==> src/sv/pa3_pkg.sv <==
// Shared types and constants for the 3D polygon vector-area block.
// Used by polygon_area_3d; depends on nothing else.
`default_nettype none

package pa3_pkg;

  localparam int SUM_W      = 47;          // cross-product accumulator width
  localparam int CNT_OUT_W  = 7;           // reported vertex count width
  localparam int OUT_W      = 56;          // packed result width, whole bytes
  localparam int LIMB_LO    = 24;          // low limb of an accumulator when squaring
  localparam int LIMB_HI    = SUM_W - LIMB_LO;
  localparam int NORM_W     = 96;          // sum of three squares
  localparam int ROOT_W     = NORM_W / 2;
  localparam int REM_W      = ROOT_W + 3;
  localparam int ROOT_STEPS = ROOT_W;      // one result bit per cycle
  localparam int STEP_W     = 6;
  localparam int CROSS_TERMS  = 6;
  localparam int SQUARE_TERMS = 9;
  localparam int SH_MID_AMT = LIMB_LO + 1; // 2*hi*lo term
  localparam int SH_HI_AMT  = 2 * LIMB_LO;

  typedef enum logic [2:0] {
    ST_IDLE,
    ST_CROSS,
    ST_SQUARE,
    ST_ROOT,
    ST_DONE
  } state_e;

  typedef enum logic [1:0] {
    SH_HI,
    SH_MID,
    SH_LO
  } shk_e;

  // what to do with the registered product in the next cycle
  typedef struct packed {
    logic       valid;
    logic       sq;
    logic [1:0] idx;
    logic       neg;
    shk_e       shk;
  } acc_op_t;

endpackage

`default_nettype wire

==> src/sv/polygon_area_3d.sv <==
// Vector area of a closed 3D polygon: one shared multiplier, accumulators and
// a digit-recurrence square root under a small sequencer. Depends on pa3_pkg.
//
// Usage:
//   Slave channel: one vertex per transaction. tdata holds x, y, z (signed,
//   COORD_BITS each), tlast marks the closing vertex of the polygon.
//   Master channel: one result per polygon, sent after the closing vertex.
//   tdata holds area_half_mm2 (47b), vertex_count (7b), too_many (1b).
//   Sequence: each vertex after the first runs six products through the
//   shared multiplier and keeps s_axis_tready_o low until they are
//   accumulated; a first or dropped vertex that does not close the polygon
//   leaves it high. The closing vertex runs its own cross term (if it was
//   counted and is not the first), then the closing term, squares the three
//   accumulators in split limbs and takes the square root (one root bit per
//   cycle), then loads the output; below three vertices the squares and the
//   root are skipped.
//   Stall: the result sits in an output register; new vertices are taken
//   while it waits, and only the next closing vertex waits for it to drain.
//   Reset: clears accumulators, vertex count and overflow flag; no result
//   is pending afterwards.
`default_nettype none

module polygon_area_3d #(
  parameter int MAX_VERTICES = 64,
  parameter int COORD_BITS   = 20
) (
  input  wire logic clk_i,
  input  wire logic rst_ni,
  input  wire logic s_axis_tvalid_i,
  output logic      s_axis_tready_o,
  // vertex_x, vertex_y, vertex_z from bit 0 up, zero padded to bytes
  input  wire logic [((3*COORD_BITS+7)/8)*8-1:0] s_axis_tdata_i,
  input  wire logic s_axis_tlast_i,        // last_vertex
  output logic      m_axis_tvalid_o,
  input  wire logic m_axis_tready_i,
  // area_half_mm2 [46:0], vertex_count [53:47], too_many [54], pad [55]
  output logic [pa3_pkg::OUT_W-1:0] m_axis_tdata_o
);

  localparam int CW  = $clog2(MAX_VERTICES + 1);
  localparam int OPW = (COORD_BITS > pa3_pkg::LIMB_LO + 1) ? COORD_BITS
                                                            : pa3_pkg::LIMB_LO + 1;
  localparam int PW  = 2 * OPW;
  localparam int SW  = pa3_pkg::SUM_W;
  localparam int NW  = pa3_pkg::NORM_W;
  localparam int RW  = pa3_pkg::ROOT_W;
  localparam int MW  = pa3_pkg::REM_W;

  pa3_pkg::state_e state_q, state_d;
  logic [pa3_pkg::STEP_W-1:0] step_q, step_d;
  logic pass_q, pass_d;     // 0: previous x current, 1: closing term
  logic close_q, close_d;

  logic signed [COORD_BITS-1:0] cur_q [3], cur_d [3];
  logic signed [COORD_BITS-1:0] first_q [3], first_d [3];
  logic signed [COORD_BITS-1:0] prev_q [3], prev_d [3];
  logic [SW-1:0] sum_q [3], sum_d [3];
  logic [CW-1:0] cnt_q, cnt_d;
  logic ovf_q, ovf_d;

  logic signed [PW-1:0] prod_q, prod_d;
  pa3_pkg::acc_op_t op_q, op_d;
  logic [NW-1:0] norm_q, norm_d;
  logic [MW-1:0] rem_q, rem_d;
  logic [RW-1:0] root_q, root_d;

  logic out_valid_q, out_valid_d;
  logic [SW-1:0] out_area_q, out_area_d;
  logic [pa3_pkg::CNT_OUT_W-1:0] out_cnt_q, out_cnt_d;
  logic out_ovf_q, out_ovf_d;

  // combinational helpers
  logic signed [COORD_BITS-1:0] in_c [3];
  logic signed [OPW-1:0] mul_a, mul_b;
  logic [1:0] ai, bi, comp;
  pa3_pkg::shk_e kind;
  logic signed [COORD_BITS-1:0] op_av, op_bv;
  logic [SW-1:0] sq_src;
  logic signed [pa3_pkg::LIMB_HI-1:0] sq_hi;
  logic signed [pa3_pkg::LIMB_LO:0] sq_lo;
  logic signed [NW-1:0] pext, pshift;
  logic [SW-1:0] p_sum;
  logic [MW-1:0] rem_t, trial;
  logic [CW+pa3_pkg::CNT_OUT_W-1:0] cnt_wide;
  logic drop, issue;

  always_comb begin
    for (int i = 0; i < 3; i++) begin
      in_c[i] = s_axis_tdata_i[i*COORD_BITS +: COORD_BITS];
    end
  end

  assign s_axis_tready_o = (state_q == pa3_pkg::ST_IDLE);
  assign m_axis_tvalid_o = out_valid_q;
  assign m_axis_tdata_o  = {1'b0, out_ovf_q, out_cnt_q, out_area_q};

  // operand selection for the shared multiplier
  always_comb begin
    ai   = 2'd0;
    bi   = 2'd0;
    comp = 2'd0;
    kind = pa3_pkg::SH_LO;
    unique case (step_q[2:0])
      3'd0:    begin ai = 2'd1; bi = 2'd2; end
      3'd1:    begin ai = 2'd2; bi = 2'd1; end
      3'd2:    begin ai = 2'd2; bi = 2'd0; end
      3'd3:    begin ai = 2'd0; bi = 2'd2; end
      3'd4:    begin ai = 2'd0; bi = 2'd1; end
      3'd5:    begin ai = 2'd1; bi = 2'd0; end
      default: begin ai = 2'd0; bi = 2'd0; end
    endcase
    unique case (step_q[3:0])
      4'd0:    begin comp = 2'd0; kind = pa3_pkg::SH_HI;  end
      4'd1:    begin comp = 2'd0; kind = pa3_pkg::SH_MID; end
      4'd2:    begin comp = 2'd0; kind = pa3_pkg::SH_LO;  end
      4'd3:    begin comp = 2'd1; kind = pa3_pkg::SH_HI;  end
      4'd4:    begin comp = 2'd1; kind = pa3_pkg::SH_MID; end
      4'd5:    begin comp = 2'd1; kind = pa3_pkg::SH_LO;  end
      4'd6:    begin comp = 2'd2; kind = pa3_pkg::SH_HI;  end
      4'd7:    begin comp = 2'd2; kind = pa3_pkg::SH_MID; end
      4'd8:    begin comp = 2'd2; kind = pa3_pkg::SH_LO;  end
      default: begin comp = 2'd0; kind = pa3_pkg::SH_LO;  end
    endcase

    op_av = prev_q[ai];
    op_bv = pass_q ? first_q[bi] : cur_q[bi];

    // signed hi limb, unsigned lo limb: s^2 = hi^2<<48 + 2*hi*lo<<24 + lo^2
    sq_src = sum_q[comp];
    sq_hi  = sq_src[SW-1:pa3_pkg::LIMB_LO];
    sq_lo  = {1'b0, sq_src[pa3_pkg::LIMB_LO-1:0]};

    if (state_q == pa3_pkg::ST_SQUARE) begin
      unique case (kind)
        pa3_pkg::SH_HI:  begin mul_a = OPW'(sq_hi); mul_b = OPW'(sq_hi); end
        pa3_pkg::SH_MID: begin mul_a = OPW'(sq_hi); mul_b = OPW'(sq_lo); end
        default:         begin mul_a = OPW'(sq_lo); mul_b = OPW'(sq_lo); end
      endcase
    end else begin
      mul_a = OPW'(op_av);
      mul_b = OPW'(op_bv);
    end
    prod_d = PW'(mul_a) * PW'(mul_b);
  end

  always_comb begin
    state_d     = state_q;
    step_d      = step_q;
    pass_d      = pass_q;
    close_d     = close_q;
    cur_d       = cur_q;
    first_d     = first_q;
    prev_d      = prev_q;
    sum_d       = sum_q;
    cnt_d       = cnt_q;
    ovf_d       = ovf_q;
    norm_d      = norm_q;
    rem_d       = rem_q;
    root_d      = root_q;
    out_valid_d = out_valid_q;
    out_area_d  = out_area_q;
    out_cnt_d   = out_cnt_q;
    out_ovf_d   = out_ovf_q;

    issue = ((state_q == pa3_pkg::ST_CROSS) &&
             (step_q < pa3_pkg::STEP_W'(pa3_pkg::CROSS_TERMS))) ||
            ((state_q == pa3_pkg::ST_SQUARE) &&
             (step_q < pa3_pkg::STEP_W'(pa3_pkg::SQUARE_TERMS)));
    op_d.valid = issue;
    op_d.sq    = (state_q == pa3_pkg::ST_SQUARE);
    op_d.idx   = (state_q == pa3_pkg::ST_SQUARE) ? comp : step_q[2:1];
    op_d.neg   = step_q[0];
    op_d.shk   = kind;

    // accumulate the product issued last cycle
    p_sum = prod_q[SW-1:0];
    pext  = NW'(prod_q);
    unique case (op_q.shk)
      pa3_pkg::SH_HI:  pshift = pext <<< pa3_pkg::SH_HI_AMT;
      pa3_pkg::SH_MID: pshift = pext <<< pa3_pkg::SH_MID_AMT;
      default:         pshift = pext;
    endcase
    if (op_q.valid) begin
      if (op_q.sq) begin
        norm_d = norm_q + NW'(pshift);
      end else if (op_q.neg) begin
        sum_d[op_q.idx] = sum_q[op_q.idx] - p_sum;
      end else begin
        sum_d[op_q.idx] = sum_q[op_q.idx] + p_sum;
      end
    end

    if (out_valid_q && m_axis_tready_i) begin
      out_valid_d = 1'b0;
    end

    drop = (cnt_q == CW'(MAX_VERTICES));

    // restoring square root step, two radicand bits per result bit
    rem_t = {rem_q[MW-3:0], norm_q[NW-1 -: 2]};
    trial = {1'b0, root_q, 2'b01};

    cnt_wide = (CW + pa3_pkg::CNT_OUT_W)'(cnt_q);

    unique case (state_q)
      pa3_pkg::ST_IDLE: begin
        if (s_axis_tvalid_i) begin
          step_d  = '0;
          close_d = s_axis_tlast_i;
          if (drop) begin
            ovf_d = 1'b1;
            if (s_axis_tlast_i) begin
              pass_d  = 1'b1;
              state_d = pa3_pkg::ST_CROSS;
            end
          end else begin
            cnt_d = cnt_q + CW'(1);
            cur_d = in_c;
            if (cnt_q == '0) begin
              first_d = in_c;
              prev_d  = in_c;
              if (s_axis_tlast_i) begin
                pass_d  = 1'b1;
                state_d = pa3_pkg::ST_CROSS;
              end
            end else begin
              pass_d  = 1'b0;
              state_d = pa3_pkg::ST_CROSS;
            end
          end
        end
      end

      pa3_pkg::ST_CROSS: begin
        step_d = step_q + pa3_pkg::STEP_W'(1);
        if (step_q == pa3_pkg::STEP_W'(pa3_pkg::CROSS_TERMS)) begin
          step_d = '0;
          if (!pass_q) begin
            prev_d = cur_q;
            if (close_q) begin
              pass_d = 1'b1;
            end else begin
              state_d = pa3_pkg::ST_IDLE;
            end
          end else if (cnt_q >= CW'(3)) begin
            norm_d  = '0;
            state_d = pa3_pkg::ST_SQUARE;
          end else begin
            state_d = pa3_pkg::ST_DONE;
          end
        end
      end

      pa3_pkg::ST_SQUARE: begin
        step_d = step_q + pa3_pkg::STEP_W'(1);
        if (step_q == pa3_pkg::STEP_W'(pa3_pkg::SQUARE_TERMS)) begin
          step_d  = '0;
          rem_d   = '0;
          root_d  = '0;
          state_d = pa3_pkg::ST_ROOT;
        end
      end

      pa3_pkg::ST_ROOT: begin
        step_d = step_q + pa3_pkg::STEP_W'(1);
        norm_d = norm_q << 2;
        if (rem_t >= trial) begin
          rem_d  = rem_t - trial;
          root_d = {root_q[RW-2:0], 1'b1};
        end else begin
          rem_d  = rem_t;
          root_d = {root_q[RW-2:0], 1'b0};
        end
        if (step_q == pa3_pkg::STEP_W'(pa3_pkg::ROOT_STEPS - 1)) begin
          step_d  = '0;
          state_d = pa3_pkg::ST_DONE;
        end
      end

      pa3_pkg::ST_DONE: begin
        if (!out_valid_q || m_axis_tready_i) begin
          out_valid_d = 1'b1;
          if (cnt_q < CW'(3)) begin
            out_area_d = '0;
          end else if (root_q[RW-1:SW] != '0) begin
            out_area_d = '1;
          end else begin
            out_area_d = root_q[SW-1:0];
          end
          out_cnt_d = cnt_wide[pa3_pkg::CNT_OUT_W-1:0];
          out_ovf_d = ovf_q;
          for (int i = 0; i < 3; i++) begin
            sum_d[i]   = '0;
            first_d[i] = '0;
            prev_d[i]  = '0;
          end
          cnt_d   = '0;
          ovf_d   = 1'b0;
          state_d = pa3_pkg::ST_IDLE;
        end
      end

      default: state_d = pa3_pkg::ST_IDLE;
    endcase
  end

  always_ff @(posedge clk_i or negedge rst_ni) begin
    if (!rst_ni) begin
      state_q     <= pa3_pkg::ST_IDLE;
      step_q      <= '0;
      pass_q      <= 1'b0;
      close_q     <= 1'b0;
      for (int i = 0; i < 3; i++) begin
        first_q[i] <= '0;
        prev_q[i]  <= '0;
        sum_q[i]   <= '0;
      end
      cnt_q       <= '0;
      ovf_q       <= 1'b0;
      op_q        <= '0;
      out_valid_q <= 1'b0;
    end else begin
      state_q     <= state_d;
      step_q      <= step_d;
      pass_q      <= pass_d;
      close_q     <= close_d;
      first_q     <= first_d;
      prev_q      <= prev_d;
      sum_q       <= sum_d;
      cnt_q       <= cnt_d;
      ovf_q       <= ovf_d;
      op_q        <= op_d;
      out_valid_q <= out_valid_d;
    end
  end

  // datapath registers
  always_ff @(posedge clk_i) begin
    cur_q      <= cur_d;
    prod_q     <= prod_d;
    norm_q     <= norm_d;
    rem_q      <= rem_d;
    root_q     <= root_d;
    out_area_q <= out_area_d;
    out_cnt_q  <= out_cnt_d;
    out_ovf_q  <= out_ovf_d;
  end

  a_out_from_done: assert property (@(posedge clk_i) disable iff (!rst_ni)
    $rose(m_axis_tvalid_o) |-> $past(state_q == pa3_pkg::ST_DONE))
    else $error("result raised outside the done step");

  a_cnt_bound: assert property (@(posedge clk_i) disable iff (!rst_ni)
    cnt_q <= CW'(MAX_VERTICES))
    else $error("vertex count beyond maximum");

  a_drop_flag: assert property (@(posedge clk_i) disable iff (!rst_ni)
    (s_axis_tvalid_i && s_axis_tready_o && cnt_q == CW'(MAX_VERTICES)) |=> ovf_q)
    else $error("dropped vertex did not set overflow");

  a_root_steps: assert property (@(posedge clk_i) disable iff (!rst_ni)
    (state_q == pa3_pkg::ST_ROOT) |-> (step_q < pa3_pkg::STEP_W'(pa3_pkg::ROOT_STEPS)))
    else $error("square root ran past its last step");

endmodule

`default_nettype wire

==> config.mk <==
export PLATFORM = sky130hd
export DESIGN_NAME = polygon_area_3d
export DESIGN_NICKNAME = d
export VERILOG_FILES = /design/src/sv/pa3_pkg.sv /design/src/sv/polygon_area_3d.sv
export SDC_FILE = /design/constraint.sdc
export NUM_CORES = 2
export LEC_CHECK = 0
export ABC_AREA = 1
export ABC_CLOCK_PERIOD_IN_PS = 8350
export BUFFER_PORTS_ARGS = -buffer_cell sky130_fd_sc_hd__clkbuf_2
export CAP_MARGIN = 20
export CORE_MARGIN = 2
export CORE_UTILIZATION = 60
export DETAILED_ROUTE_END_ITERATION = 8
export PLACE_DENSITY = 0.8
export SYNTH_ARGS = -nofsm -noshare
export SYNTH_HDL_FRONTEND = slang
export SYNTH_SLANG_ARGS = --single-unit
export TNS_END_PERCENT = 10
==> constraint.sdc <==
create_clock -name clk_i -period 8.35 [get_ports clk_i]
set_input_delay 0.835 -clock clk_i [delete_from_list [all_inputs] [get_ports clk_i]]
set_output_delay 0.835 -clock clk_i [all_outputs]
set_load 0.02 [all_outputs]
After elaboration in Yosys (flattened, before gate mapping) --
Memories as Yosys holds them, arrays and structs flattened. Cells that the tools add are included.
Storage, ports and cells: bits in registers 646, bits in read-only memories 64, input port bits 69, output and inout bits 58, logic and storage cells 202, memories kept 1
Cells by class: $add $sub $neg 6, $mul 1, $lt $le $gt $ge 10, equal/unequal tests 25, mux-type cells 90, bitwise gates (word level) 5, reductions and logical operators 33
Memory list:
- (name not given) | depth 16, bits a word 4, read ports 1, clocked after Yosys merged registers in 0, write ports 0, line polygon_area_3d.sv:112 | unique case (step_q[3:0])
Operators by type and width (count):
- $mux 141 | 5
- $mux 96 | 5
- $pmux 96 s2 | 2
- $mux 60 | 6
- $bwmux 141 | 2
- $mux 47 | 6
- $bmux 47 s2 | 2
- $pmux 60 s3 | 1
- $mux 20 | 7
- $bmux 20 s2 | 3
- $pmux 60 s2 | 1
- $mux 25 | 4
- $mux 49 | 2
- $pmux 49 s2 | 1
- $add 96x96->96 | 1
- $pmux 48 s2 | 1
- $demux 47 s2 | 1
- $ge 51x50->1 | 1
- $mul 25x25->50 | 1
- $sub 49x49->49 | 1
- $mux 48 | 1
- $add 47x47->47 | 1
- $sub 47x47->47 | 1
- $mux 3 | 11
- other kinds (46) | 103

Logic depth before layout (Yosys ltp) --
depth in word-level cells 11, depth in mapped cells 44, gate-level depth less buffers 40

Worst setup path before layout --
OpenSTA, ideal clock, no wires.
kind flip-flop to flip-flop, start register step_q[1] (netlist name), end register prod_q[49], library setup time 0.123 ns, data arrival time 7.772 ns, data required time 8.227 ns, setup slack 0.454 ns, cell stages (with the launch flop) 32, buffers on the path 3, period minus slack after synthesis 7.896 ns, cells stage by stage dfrtp_1 inv_1 ha_1 or2_1 o21ai_4 inv_2 buf_2 buf_2 o211ai_1 nand3_1 a31oi_4 inv_2 buf_6 nor2_1 fa_1 fa_1 inv_1 fa_1 inv_1 fa_1 fa_1 fa_1 fa_1 ha_1 nand2_1 nor2_1 inv_1 nor3_1 nand4_1 nand3_1 a21oi_1 xor2_1
Between the ends: longest elaborated chain between the ends 10, elaborated cells on any way between the ends 37, classes of those cells 1 x mul; 6 x eq/ne; 19 x mux; 3 x bitwise; 7 x reduce/logical; 1 x memory
RTL lines:
- start: declaration | line polygon_area_3d.sv:50 | logic [pa3_pkg::STEP_W-1:0] step_q, step_d;
- start signal: assignment | line polygon_area_3d.sv:324 | step_q <= step_d;
- $eq 3x3->1, or another cell as far along | line polygon_area_3d.sv:103 | unique case (step_q[2:0])
- $reduce_or 2->1 (no line)
- $pmux 2 s2 | line polygon_area_3d.sv:103
- $not 2->3 (implied by the code) | line polygon_area_3d.sv:126 | op_bv = pass_q ? first_q[bi] : cur_q[bi];
- $bmux 20 s2 | line polygon_area_3d.sv:126
- $mux 20 (implied by the code) (2 in series) | line polygon_area_3d.sv:126
- $mux 20 | line polygon_area_3d.sv:126
- $mux 25 | line polygon_area_3d.sv:133 | if (state_q == pa3_pkg::ST_SQUARE) begin
- $mul 25x25->50 * | line polygon_area_3d.sv:143 | prod_d = PW'(mul_a) * PW'(mul_b);
- net prod_d[49] | line polygon_area_3d.sv:61 | logic signed [PW-1:0] prod_q, prod_d;
- end signal: assignment | line polygon_area_3d.sv:340 | prod_q <= prod_d;
- end: declaration | line polygon_area_3d.sv:61
The timed path passes the listed nets; every way through them passes the cells marked *. The select of a mux whose other input is x is not followed. A chain may end at the register's enable or synchronous reset.

Final worst setup path --
start register step_q[1] (netlist name), end register prod_q[37]
The elaborated chain is that of the path after synthesis.

==> flow_metrics.env <==
export IMPL_run_status="finished clean"
export IMPL_synth_top_cells_by_area="fa_1, nand2_1, inv_1, dfrtp_1, edfxtp_1"
export IMPL_finalMaxSlewViolations=0
export IMPL_die_h_um=355.9
export IMPL_path_max_fanout=14
export IMPL_clock_sinks=646
export IMPL_clock_path_buffers=3
export IMPL_final_layout_size_suffix_gt1_frac=0.08922
export IMPL_root_buffer="clkbuf_16"
export IMPL_setup_tns_ps=0
export IMPL_dr_pass1_iters=9
export IMPL_clock_skew_ps=65.20
export IMPL_die_x_um=355.9
export IMPL_drc=0
export IMPL_synth_most_common_cell="nand2_1"
export IMPL_h_tree_depth=3
export IMPL_rows=129
export IMPL_tightestPinTransition_ps=1333
export IMPL_leakagePower_nw=42.21
export IMPL_synth_top_cell_by_area="fa_1"
export IMPL_nets=11940
export IMPL_dieArea_um2=126700
export IMPL_syn_inst=10600
export IMPL_cts_tree="yes"
export IMPL_antenna_found_initial=10
export IMPL_startpoint_type="flop"
export IMPL_arrival_ps=8970
export IMPL_final_area_um2=82450
export IMPL_grt_use_total=0.4710
export IMPL_ys_flop_type="dfrtp_1"
export IMPL_synthesis_nets=11720
export IMPL_postCtsHoldBufs=0
export IMPL_io_pins=127
export IMPL_antenna_left=0
export IMPL_post_route_period_util=0.9977
export IMPL_setup_viol=0
export IMPL_vdd_drop_max_mv=0.2367
export IMPL_pwr_density_cell_nw_per_um2=83.15
export IMPL_finalHoldViolations=0
export IMPL_yosysWarnings=0
export IMPL_vias_per_cell=6.117
export IMPL_vias=76650
export IMPL_start_util=0.6025
export IMPL_hold_path_class="in -> async"
export IMPL_numCtsBuffers=74
export IMPL_grt_max_degree=109
export IMPL_overflow=0
export IMPL_synth_edff_count=212
export IMPL_whs_ps=145.2
export IMPL_drt_iter0_drc=11110
export IMPL_ys_seq_area_frac=0.2220
export IMPL_grt_pass1_vias=74080
export IMPL_dp_hpwl_um=241200
export IMPL_areaGrowthSynthToFinish_pct=10.98
export IMPL_wl_per_cell_um=24.42
export IMPL_core_area_um2=123300
export IMPL_clk_pin_slew_ps=70
export IMPL_portBuffers=121
export IMPL_slew_headroom=0.1044
export IMPL_async_flop_share=0.4458
export IMPL_wl_um=306000
export IMPL_syn_area_um2=74290
export IMPL_critPathMaxStageDelay_ps=550
export IMPL_fin_util=0.6686
export IMPL_max_clock_freq_mhz=120.0
export IMPL_syn_avg_cell_area_um2=7.010
export IMPL_yosys_area_top_type_share=0.1781
export IMPL_placed_cell_area_um2=78470
export IMPL_synth_seq_cells=646
export IMPL_ys_top_cells_by_count="nand2_1, inv_1, nor2_1"
export IMPL_critical_path_class="reg -> reg"
export IMPL_gp_congestion=1.166
export IMPL_insertion_delay_ps=740
export IMPL_slowest_stage="fa_1"
export IMPL_fin_crit_ps=8331
export IMPL_crit_path_end_kind="flop"
export IMPL_ys_types=71
export IMPL_cp_required_ps=8990
export IMPL_fin_cells=12530
export IMPL_cap_viol_max_count=0
export IMPL_dp_cells=12340
export IMPL_crit_top_cell="fa_1"
export IMPL_rsz0062_at_grt="true"
export IMPL_grt_pass1_wl_um=447500
[worst paths after layout]
kind,from,to,depth (start not counted),slack (ps)
min in group clk_i,s_axis_tdata_i[30],cur_q[30],1,290
min,rst_ni,prev_q[11],1,150
max,step_q[1],prod_q[37],33,20
min reg2reg,norm_q[56],norm_q[58],2,460
max in group asynchronous,rst_ni,step_q[0],2,6700
max reg2reg,step_q[1],prod_q[37],33,20
[state kept, by name (all words and copies together), names as in the netlist]
signal           cells
cur_q               60
root_q              48
rem_q               49
out_area_q          47
out_cnt_q            7
cnt_q                7
step_q               6
sum_q              141
prev_q              60
ovf_q                1
pass_q               1
m_axis_tvalid_o      1
first_q             60
prod_q              50
out_ovf_q            1
close_q              1
op_q                 7
norm_q              96
state_q              3
[critical path: cells and delay by family, from the launching register on]
kind            cells  cell delay (ps)
fa+ha+maj           9             4040
simple gates       10             1530
buf+inv            10             1300
compound gates      3              740
flops               1              460
xor+xnor            1              140
[layout by cell type (no fill, tap or decap), types with 24 or more instances in the layout]
cell type,instances
a21oi_1,534
a221oi_1,26
a22oi_1,25
a31oi_1,24
buf_12,35
buf_4,368
clkbuf_16,84
clkbuf_2,120
dfrtp_1,283
dfxtp_1,146
edfxtp_1,212
fa_1,648
ha_1,380
inv_1,1970
inv_2,40
mux2_1,39
nand2_1,2459
nand3_1,572
nand4_1,90
nor2_1,1219
nor2_2,28
nor3_1,75
o211ai_1,140
o21ai_0,567
o21ai_1,52
o21bai_1,67
o22ai_1,115
or2_2,30
xnor2_1,68
xor2_1,76
[timing repair]
item,in CTS,in global routing
setup buffers,1,33
endpoints found under the setup margin,22,32
pin swaps,1,56
resized for setup,23,210
gates cloned,0,9
[logic make-up (layout without fill, tap and decap cells)]
family | count (synthesis) | in the layout | share of synthesized area
xor+xnor | 144 | 144 | 0.01698
simple gates | 4546 | 4547 | 0.2463
mux | 60 | 60 | 0.009078
flops | 646 | 646 | 0.2220
compound gates | 1713 | 1713 | 0.1343
buf+inv | 2439 | 2723 | 0.1278
other cells | 1 | 11 | 0.00005048
fa+ha+maj | 1049 | 1049 | 0.2435
[layer usage]
layer	share of wire	global-route usage	vias up
met4	0.076	0.2714	6
met3	0.14	0.1560	1239
met1	0.36	0.5963	36110
li1	-	-	33770
met5	0.00024	0.01283	-
met2	0.42	0.7040	5531
[metrics by stage]
stage | setup slack (ps) | total power, W
after floorplan | 454.4 | 0.003352
after global placement | -179.0 | 0.003414
after detailed placement | -293.6 | 0.003418
after CTS | -35.55 | 0.006847
after global routing | -183.2 | 0.006965
final | 19.30 | 0.006855
[cell type report]
class	count	area (µm²)
diodes	10	25.02
clock buffers	105	2153
clock inverters	33	437.9
fillers	10390	40870
inverters	2038	7744
multi-input cells	7514	49090
flip-flops and latches	646	16500
well taps	1637	2048
repair buffers	545	4431
repair inverters	2	11.26
[power by group]
part / total (W) / internal, W / switching [W]
Clock: 0.00350 / 0.00197 / 0.00153
Sequential: 0.00327 / 0.00326 / 0.00000567
Combinational: 0.0000938 / 0.0000229 / 0.0000708
No activity file was read; power rests on OpenSTA's default activity.
